$ cat src/hw/rtl/ghsc_pkg.sv
`timescale 1ns / 1ps
// ----------------------------------------------------------------------------
// ghsc_pkg: shared types and constants for the goal heading/speed unit
// Fixed-point formats, pipeline payload types and the arctangent step table.
// ----------------------------------------------------------------------------
package ghsc_pkg;

    // Number formats
    localparam int FRACTION_BITS   = 16;
    localparam int ROTATION_STAGES = 18;
    localparam int PRE_SHIFT       = 5;

    // Field and datapath widths
    localparam int POS_W      = 24;
    localparam int HEAD_W     = 19;
    localparam int DIFF_W     = POS_W + 1;
    localparam int SQ_W       = 2 * DIFF_W;
    localparam int ROOT_STEPS = DIFF_W;
    localparam int XY_W       = DIFF_W + PRE_SHIFT + 4;
    localparam int Z_W        = 36;
    localparam int TURN_W     = 17;
    localparam int ERR_W      = HEAD_W + 1;
    localparam int FWD_W      = 14;
    localparam int DIST_W     = DIFF_W;

    // Cell chain: one root digit per cell, and one rotation in each of the first ROTATION_STAGES cells
    localparam int NUM_CELLS = (ROTATION_STAGES > ROOT_STEPS) ? ROTATION_STAGES : ROOT_STEPS;
    localparam int STAGE_W   = $clog2(NUM_CELLS);
    localparam logic [STAGE_W-1:0] ROT_COUNT  = STAGE_W'(ROTATION_STAGES);
    localparam logic [STAGE_W-1:0] ROOT_COUNT = STAGE_W'(ROOT_STEPS);
    localparam logic [STAGE_W-1:0] ROOT_TOP   = STAGE_W'(ROOT_STEPS - 1);

    // Constants, round half up to FRACTION_BITS
    localparam longint PI_Q       = ((longint'(314159265) << FRACTION_BITS) + 50000000)
                                    / 100000000;
    localparam longint Q_0_05     = ((longint'(5) << FRACTION_BITS) + 50) / 100;
    localparam longint Q_0_1      = ((longint'(1) << FRACTION_BITS) + 5) / 10;
    localparam longint Q_0_2      = ((longint'(2) << FRACTION_BITS) + 5) / 10;
    localparam longint Q_0_3      = ((longint'(3) << FRACTION_BITS) + 5) / 10;
    localparam longint Q_0_8      = ((longint'(8) << FRACTION_BITS) + 5) / 10;
    localparam longint Q_6_1      = ((longint'(61) << FRACTION_BITS) + 5) / 10;
    localparam longint Q_2        = longint'(2) << FRACTION_BITS;

    // Angle thresholds on the heading error
    localparam logic signed [ERR_W-1:0] ERR_PI    = ERR_W'(PI_Q);
    localparam logic signed [ERR_W-1:0] ERR_PI3   = ERR_W'(PI_Q / 3);
    localparam logic signed [ERR_W-1:0] ERR_PI53  = ERR_W'((5 * PI_Q) / 3);
    localparam logic signed [ERR_W-1:0] ERR_FINE  = ERR_W'(Q_0_1);
    localparam logic signed [ERR_W-1:0] ERR_WRAP  = ERR_W'(Q_6_1);

    // Bearing constants
    localparam logic [HEAD_W-1:0] AIM_PI     = HEAD_W'(PI_Q);
    localparam logic [HEAD_W-1:0] AIM_TWO_PI = HEAD_W'(2 * PI_Q);

    // Turn speed magnitudes
    localparam logic signed [TURN_W-1:0] TURN_SLOW = TURN_W'(Q_0_05);
    localparam logic signed [TURN_W-1:0] TURN_MID  = TURN_W'(Q_0_3);
    localparam logic signed [TURN_W-1:0] TURN_FAST = TURN_W'(Q_0_8);

    // Forward speed steps
    localparam logic [FWD_W-1:0] FWD_SLOW = FWD_W'(Q_0_05);
    localparam logic [FWD_W-1:0] FWD_MID  = FWD_W'(Q_0_1);
    localparam logic [FWD_W-1:0] FWD_FAST = FWD_W'(Q_0_2);

    // Distance bands
    localparam logic [DIST_W-1:0] DIST_NEAR = DIST_W'(Q_0_3);
    localparam logic [DIST_W-1:0] DIST_LOW  = DIST_W'(Q_0_8);
    localparam logic [DIST_W-1:0] DIST_HIGH = DIST_W'(Q_2);

    // Angle accumulator rounding (Q32 down to FRACTION_BITS)
    localparam logic [Z_W-1:0] Z_RND   = Z_W'(longint'(1) << (31 - FRACTION_BITS));
    localparam int             Z_SHIFT = 32 - FRACTION_BITS;

    typedef struct packed {
        logic signed [POS_W-1:0] robot_x;
        logic signed [POS_W-1:0] robot_y;
        logic [HEAD_W-1:0]       robot_heading;
        logic signed [POS_W-1:0] target_x;
        logic signed [POS_W-1:0] target_y;
        logic [HEAD_W-1:0]       target_heading;
        logic                    final_align;
    } pose_t;

    // Quadrant flags and headings riding along the pipeline
    typedef struct packed {
        logic              dx_neg;
        logic              dy_neg;
        logic              at_goal;
        logic [HEAD_W-1:0] robot_heading;
        logic [HEAD_W-1:0] target_heading;
        logic              final_align;
    } side_t;

    typedef struct packed {
        logic signed [XY_W-1:0] x;
        logic signed [XY_W-1:0] y;
        logic signed [Z_W-1:0]  z;
        logic [SQ_W-1:0]        rem;
        logic [SQ_W-1:0]        root;
        side_t                  side;
    } cell_t;

    typedef struct packed {
        logic signed [TURN_W-1:0] turn_speed;
        logic signed [ERR_W-1:0]  heading_error;
        logic [FWD_W-1:0]         forward_speed;
        logic [DIST_W-1:0]        goal_distance;
    } cmd_t;

    // atan(2^-i) with 32 fraction bits, rounded; 2^(32-i) from i = 11 on
    function automatic logic [Z_W-1:0] atan_q32(input logic [STAGE_W-1:0] i);
        logic [63:0] a;
        case (i)
            0:       a = 64'd3373259426;
            1:       a = 64'd1991351318;
            2:       a = 64'd1052175346;
            3:       a = 64'd534100635;
            4:       a = 64'd268086748;
            5:       a = 64'd134174063;
            6:       a = 64'd67103403;
            7:       a = 64'd33553749;
            8:       a = 64'd16777131;
            9:       a = 64'd8388597;
            10:      a = 64'd4194303;
            default: a = 64'h1_0000_0000 >> i;
        endcase
        return Z_W'(a);
    endfunction

endpackage

$ cat src/hw/rtl/ghsc_front.sv
`timescale 1ns / 1ps
// ----------------------------------------------------------------------------
// ghsc_front: goal offset, magnitudes and squared distance
// Four elastic stages: offset, absolute value, squares, cell chain seed.
// ----------------------------------------------------------------------------
module ghsc_front (
    input  logic            clk,
    input  logic            rst_n,
    input  logic            in_valid,
    output logic            in_ready,
    input  ghsc_pkg::pose_t in_data,
    output logic            out_valid,
    input  logic            out_ready,
    output ghsc_pkg::cell_t out_data
);

    logic v1_reg, v2_reg, v3_reg, v4_reg;
    logic rdy1, rdy2, rdy3, rdy4;

    logic signed [ghsc_pkg::DIFF_W-1:0] dx_reg, dy_reg;
    ghsc_pkg::side_t                    side1_reg, side2_reg, side3_reg;
    logic [ghsc_pkg::DIFF_W-1:0]        ax_reg, ay_reg, ax3_reg, ay3_reg;
    logic [ghsc_pkg::SQ_W-1:0]          sqx_reg, sqy_reg;
    ghsc_pkg::cell_t                    seed_reg;

    logic signed [ghsc_pkg::DIFF_W-1:0] dx_next, dy_next;
    logic [ghsc_pkg::DIFF_W-1:0]        ax_next, ay_next;
    ghsc_pkg::side_t                    side1_next, side2_next;
    ghsc_pkg::cell_t                    seed_next;

    // Stage moves when empty or when the next one moves
    assign rdy4     = !v4_reg || out_ready;
    assign rdy3     = !v3_reg || rdy4;
    assign rdy2     = !v2_reg || rdy3;
    assign rdy1     = !v1_reg || rdy2;
    assign in_ready = rdy1;

    // Offset to goal
    always_comb
    begin
        dx_next = $signed(ghsc_pkg::DIFF_W'(in_data.target_x))
                - $signed(ghsc_pkg::DIFF_W'(in_data.robot_x));
        dy_next = $signed(ghsc_pkg::DIFF_W'(in_data.target_y))
                - $signed(ghsc_pkg::DIFF_W'(in_data.robot_y));
        side1_next                = '0;
        side1_next.robot_heading  = in_data.robot_heading;
        side1_next.target_heading = in_data.target_heading;
        side1_next.final_align    = in_data.final_align;
    end

    // Magnitudes and quadrant
    always_comb
    begin
        ax_next = dx_reg[ghsc_pkg::DIFF_W-1] ? unsigned'(-dx_reg) : unsigned'(dx_reg);
        ay_next = dy_reg[ghsc_pkg::DIFF_W-1] ? unsigned'(-dy_reg) : unsigned'(dy_reg);
        side2_next         = side1_reg;
        side2_next.dx_neg  = dx_reg[ghsc_pkg::DIFF_W-1];
        side2_next.dy_neg  = dy_reg[ghsc_pkg::DIFF_W-1];
        side2_next.at_goal = (dx_reg == '0) && (dy_reg == '0);
    end

    // Seed for the cell chain: prescaled vector and squared length
    always_comb
    begin
        seed_next      = '0;
        seed_next.x    = signed'(ghsc_pkg::XY_W'({ax3_reg, {ghsc_pkg::PRE_SHIFT{1'b0}}}));
        seed_next.y    = signed'(ghsc_pkg::XY_W'({ay3_reg, {ghsc_pkg::PRE_SHIFT{1'b0}}}));
        seed_next.z    = '0;
        seed_next.rem  = sqx_reg + sqy_reg;
        seed_next.root = '0;
        seed_next.side = side3_reg;
    end

    // Valid flags
    always_ff @(posedge clk or negedge rst_n)
    begin
        if (!rst_n)
        begin
            v1_reg <= 1'b0;
            v2_reg <= 1'b0;
            v3_reg <= 1'b0;
            v4_reg <= 1'b0;
        end
        else
        begin
            if (rdy1) v1_reg <= in_valid;
            if (rdy2) v2_reg <= v1_reg;
            if (rdy3) v3_reg <= v2_reg;
            if (rdy4) v4_reg <= v3_reg;
        end
    end

    // Payload
    always_ff @(posedge clk)
    begin
        if (rdy1)
        begin
            dx_reg    <= dx_next;
            dy_reg    <= dy_next;
            side1_reg <= side1_next;
        end
        if (rdy2)
        begin
            ax_reg    <= ax_next;
            ay_reg    <= ay_next;
            side2_reg <= side2_next;
        end
        if (rdy3)
        begin
            ax3_reg   <= ax_reg;
            ay3_reg   <= ay_reg;
            sqx_reg   <= ghsc_pkg::SQ_W'(ax_reg) * ghsc_pkg::SQ_W'(ax_reg);
            sqy_reg   <= ghsc_pkg::SQ_W'(ay_reg) * ghsc_pkg::SQ_W'(ay_reg);
            side3_reg <= side2_reg;
        end
        if (rdy4)
        begin
            seed_reg <= seed_next;
        end
    end

    assign out_valid = v4_reg;
    assign out_data  = seed_reg;

endmodule

$ cat config.mk
export PLATFORM = sky130hd
export DESIGN_NAME = ghsc_front
export DESIGN_NICKNAME = d
export VERILOG_FILES = /design/src/hw/rtl/ghsc_pkg.sv /design/src/hw/rtl/ghsc_front.sv
export SDC_FILE = /design/constraint.sdc
export NUM_CORES = 2
export LEC_CHECK = 0
export BUFFER_PORTS_ARGS = -buffer_cell sky130_fd_sc_hd__buf_2
export CAP_MARGIN = 10
export CELL_PAD_IN_SITES_DETAIL_PLACEMENT = 1
export CELL_PAD_IN_SITES_GLOBAL_PLACEMENT = 1
export CORE_UTILIZATION = 51
export CTS_CLUSTER_SIZE = 14
export DETAILED_ROUTE_END_ITERATION = 10
export MAX_ROUTING_LAYER = met4
export PLACE_DENSITY = 0.87
export SKIP_CTS_REPAIR_TIMING = 1
export SYNTH_ARGS = -nofsm -noshare
export SYNTH_HDL_FRONTEND = slang
export SYNTH_SLANG_ARGS = --single-unit
$ cat constraint.sdc
create_clock -name clk -period 9.5 [get_ports clk]
set_input_delay 0 -clock clk [delete_from_list [all_inputs] [get_ports clk]]
set_output_delay 0 -clock clk [all_outputs]
set_load 0.02 [all_outputs]
==> reports/results.txt <==
Outcome - finished, final reports clean
Core Area - 0.112 mm^2
Max reg flops - 142
Reg clk slew, reported paths - 0.06 ns
Drt wl/cell - 24.6 um
H-tree depth - 2
Hold Path Class - in -> reg
# fillers - 12200
Largest net degree at the start of global routing - 164
Worst Setup EP - sqx_reg[47]
Leading post-synthesis cells by cell area - fa_1 (32%), edfxtp_1 (27%), ha_1 (10%), inv_1 (9.4%), nand2_1 (2.9%)
Worst-Skew Late Latency - 0.72 ns
Synth Instances - 5473
Period utilization - 0.918
Layout Cells excl Fill - 7434
Top_reg_cell synth - edfxtp_1
Sequential share of the synthesized area - 0.267
I/O pin count - 387
Max clock buf depth - 3
CP Cell Sequence - buf_4 -> inv_1 -> nor2_1 -> fa_1 -> fa_1 -> inv_1 -> fa_1 -> inv_1 -> fa_1 -> fa_1 -> fa_1 -> inv_1 -> fa_1 -> inv_1 -> ha_1 -> nand4_1 -> nor2_1 -> nand2_1 -> a2111oi_0 -> o21ai_0 -> and2_1 -> o31ai_1 -> a311oi_1 -> xnor2_1
Critical Path Fanout Max - 19
Synth unique cells - 80
Max Slew Vio Count - 0
Setup TNS - 0 ns
Drt pass-1 iters - 6
Initial antenna violation count - 12
WS Path Type - reg -> reg
Die ar. - 0.115 mm^2
Mean post-synth cell area - 10.6 um^2
Critical R2R Launch - ax_reg[4]
Met2 WL - 92600 um
Final setup viols - 0
CP max stage cell - edfxtp_1
Met3 WL post-DR - 12200 um
CP arrival - 9.16 ns
CP startpoint - ax_reg[4]
Via density - 5.59
Reg2reg path depth - 24
DRT antenna net count - 0
Total CTS buffers - 58
Synth area leader - fa_1
Iter 0 DRT Violations - 2689
Total GRT Usage - 0.311
Hpwl dp - 134000 um
Placed instance count - 7182
FMAX - 115 MHz
Yosys top cell area share - 0.324
Critical path required time - 9.94 ns
Ys Warns - 0
Synth Cell Area - 0.0578 mm^2
Final hold slack - 0.0130 ns
Final GP Congestion - 0.932
Layout cells sized above 1 - 0.0797
Post-Route WL - 183000 um
DR vias - 41500
Asr flop ratio synth - 0.00777
# rows - 123
Final Hold Vio Count - 0
Most used cell along the critical path - fa_1
CP Capture Type - flop
Residual DRC count - 0
Count of flip-flops with a built-in enable after synthesis - 511
# Max-Cap Violations - 0
Final #Nets - 7424
Metal-1 WL - 67000 um
Root Buffer Master - clkbuf_16
Grt ovf - 0
CP peak stage delay - 1.04 ns
# port buffers - 282
Fin crit period - 8.72 ns
Relative slew slack - 0.211
Die Span X - 339 um
Growth of design area from synthesis to finish - 10.9%
Starting Density - 0.514
Reg2reg setup slack - 0.78 ns
TritonCTS Sinks - 515
Type of origin of the critical path - flop
Clock skew - 0.0471 ns
Flops & latches, synth - 515
Top layer reached by signal wires - met4
Unrepaired setup endpoints after global routing - no
Number of global-route vias before repair - 47000
First-pass GRT wire length - 264000 um
Chip Height - 339 um
CTS tree - yes
Worst Tran Pin Value - 1.18 ns
Worst R2R End - sqx_reg[47]
[per-layer routing]
metal | GRT usage | up-vias
met5 | - | -
met4 | 0.139 | 0
met2 | 0.532 | 1926
met3 | 0.0465 | 702
li1 | - | 17600
met1 | 0.361 | 21300
[logic make-up (layout without fill, tap and decap cells)]
family,count (synthesis),after routing,share of synthesized area
xor+xnor,234,234,0.0355
flops,515,515,0.267
simple gates,1071,1071,0.0903
buf+inv,1678,2027,0.116
fa+ha+maj,1405,1405,0.426
mux,7,7,0.00128
compound gates,562,562,0.0637
other cells,1,113,0.0000649
[worst max-delay path, delay by kind of cell, from the launching register on]
| family | cells | cell delay (ns) |
|---|---|---|
| AO/OA/AOI/OAI | 4 | 1.72 |
| XOR/XNOR | 1 | 0.15 |
| adder cells (fa/ha/maj) | 8 | 3.86 |
| buffers and inverters | 6 | 0.68 |
| flip-flops | 1 | 1.04 |
| AND/OR/NAND/NOR | 5 | 1.00 |
[cell usage in the layout (no fill, tap or decap), types with 9 or more instances in the layout]
master and n:
clkbuf_16 58, nand2b_1 21, conb_1 104, a31oi_1 17
edfxtp_1 511, nor2b_1 36, a211oi_1 18, clkinv_1 10
a21o_1 94, xor2_1 68, inv_1 1441, buf_4 59
o21ai_0 107, or3_1 14, bufinv_16 9, nor4_1 12
and2_1 249, nand3_1 43, o211ai_1 10, o21bai_1 23
nor3_1 22, and3_1 20, diode_2 9, a21oi_1 166
nand4_1 27, ha_1 471, xnor2_1 166, buf_2 282
nor2_1 150, or2_2 11, dlygate4sd3_1 138, o21a_1 22
fa_1 934, o31ai_1 15, nand2_1 438
[synthesized netlist by cell type, types with 5 or more instances]
library cell  count
a21boi_0          7
a211o_1           6
and2_1          249
a21o_1           94
nor2b_1          36
o21bai_1         23
o41ai_1           8
nand4_1          27
o21a_1           22
o21ai_0         107
a2111oi_0         6
inv_1          1442
nand3_1          44
a311oi_1          7
o31ai_1          15
buf_2             5
edfxtp_1        511
buf_4           104
nand2_1         439
or3_1            14
ha_1            471
a21oi_1         166
or2_2            11
and4_1            6
xor2_1           68
xnor2_1         166
a211oi_1         18
a31oi_1          17
nor3_1           22
fa_1            934
nand2b_1         21
clkbuf_1        124
o211ai_1         10
nor4_1           12
nor2_1          150
and3_1           20
or4_1             7
[area by class of cell]
class	count	area (um^2)	share of cell area
Sequential cell	515	15400	0.241
Timing Repair Buffer	480	3260	0.0508
Inverter	1442	5420	0.0846
Antenna cell	9	22.5	0.000352
Clock buffer	63	1470	0.0230
Multi-Input combinational cell	3383	36000	0.562
Clock inverter	42	537	0.00838
Tap cell	1500	1880	0.0293
[worst min-delay path by stage]
stage                            from       endpoint  slack (ns)  depth (start not counted)
after floorplan                 rst_n      out_valid       -0.30                          0
after global placement          rst_n      out_valid       -0.19                          1
after detailed placement        rst_n      out_valid       -0.19                          1
after CTS                       rst_n         v3_reg       -0.95                          1
after global routing      in_data[18]  side1_reg[18]        0.01                          2
final                     in_data[73]  side1_reg[25]        0.01                          2
[per-stage QoR]
step	instance area [um^2]	setup slack, ns	utilization
6_report	64000	0.780	0.570
3_3_place_gp	60600	1.32	0.540
3_5_place_dp	60600	0.959	0.540
2_1_floorplan	58100	2.19	-
5_1_grt	64000	0.341	0.570
4_1_cts	62600	0.959	0.558
Power is left out: the tool's default activity adds up to more than one toggle a clock period on the data nets, which glitch-free logic cannot reach.
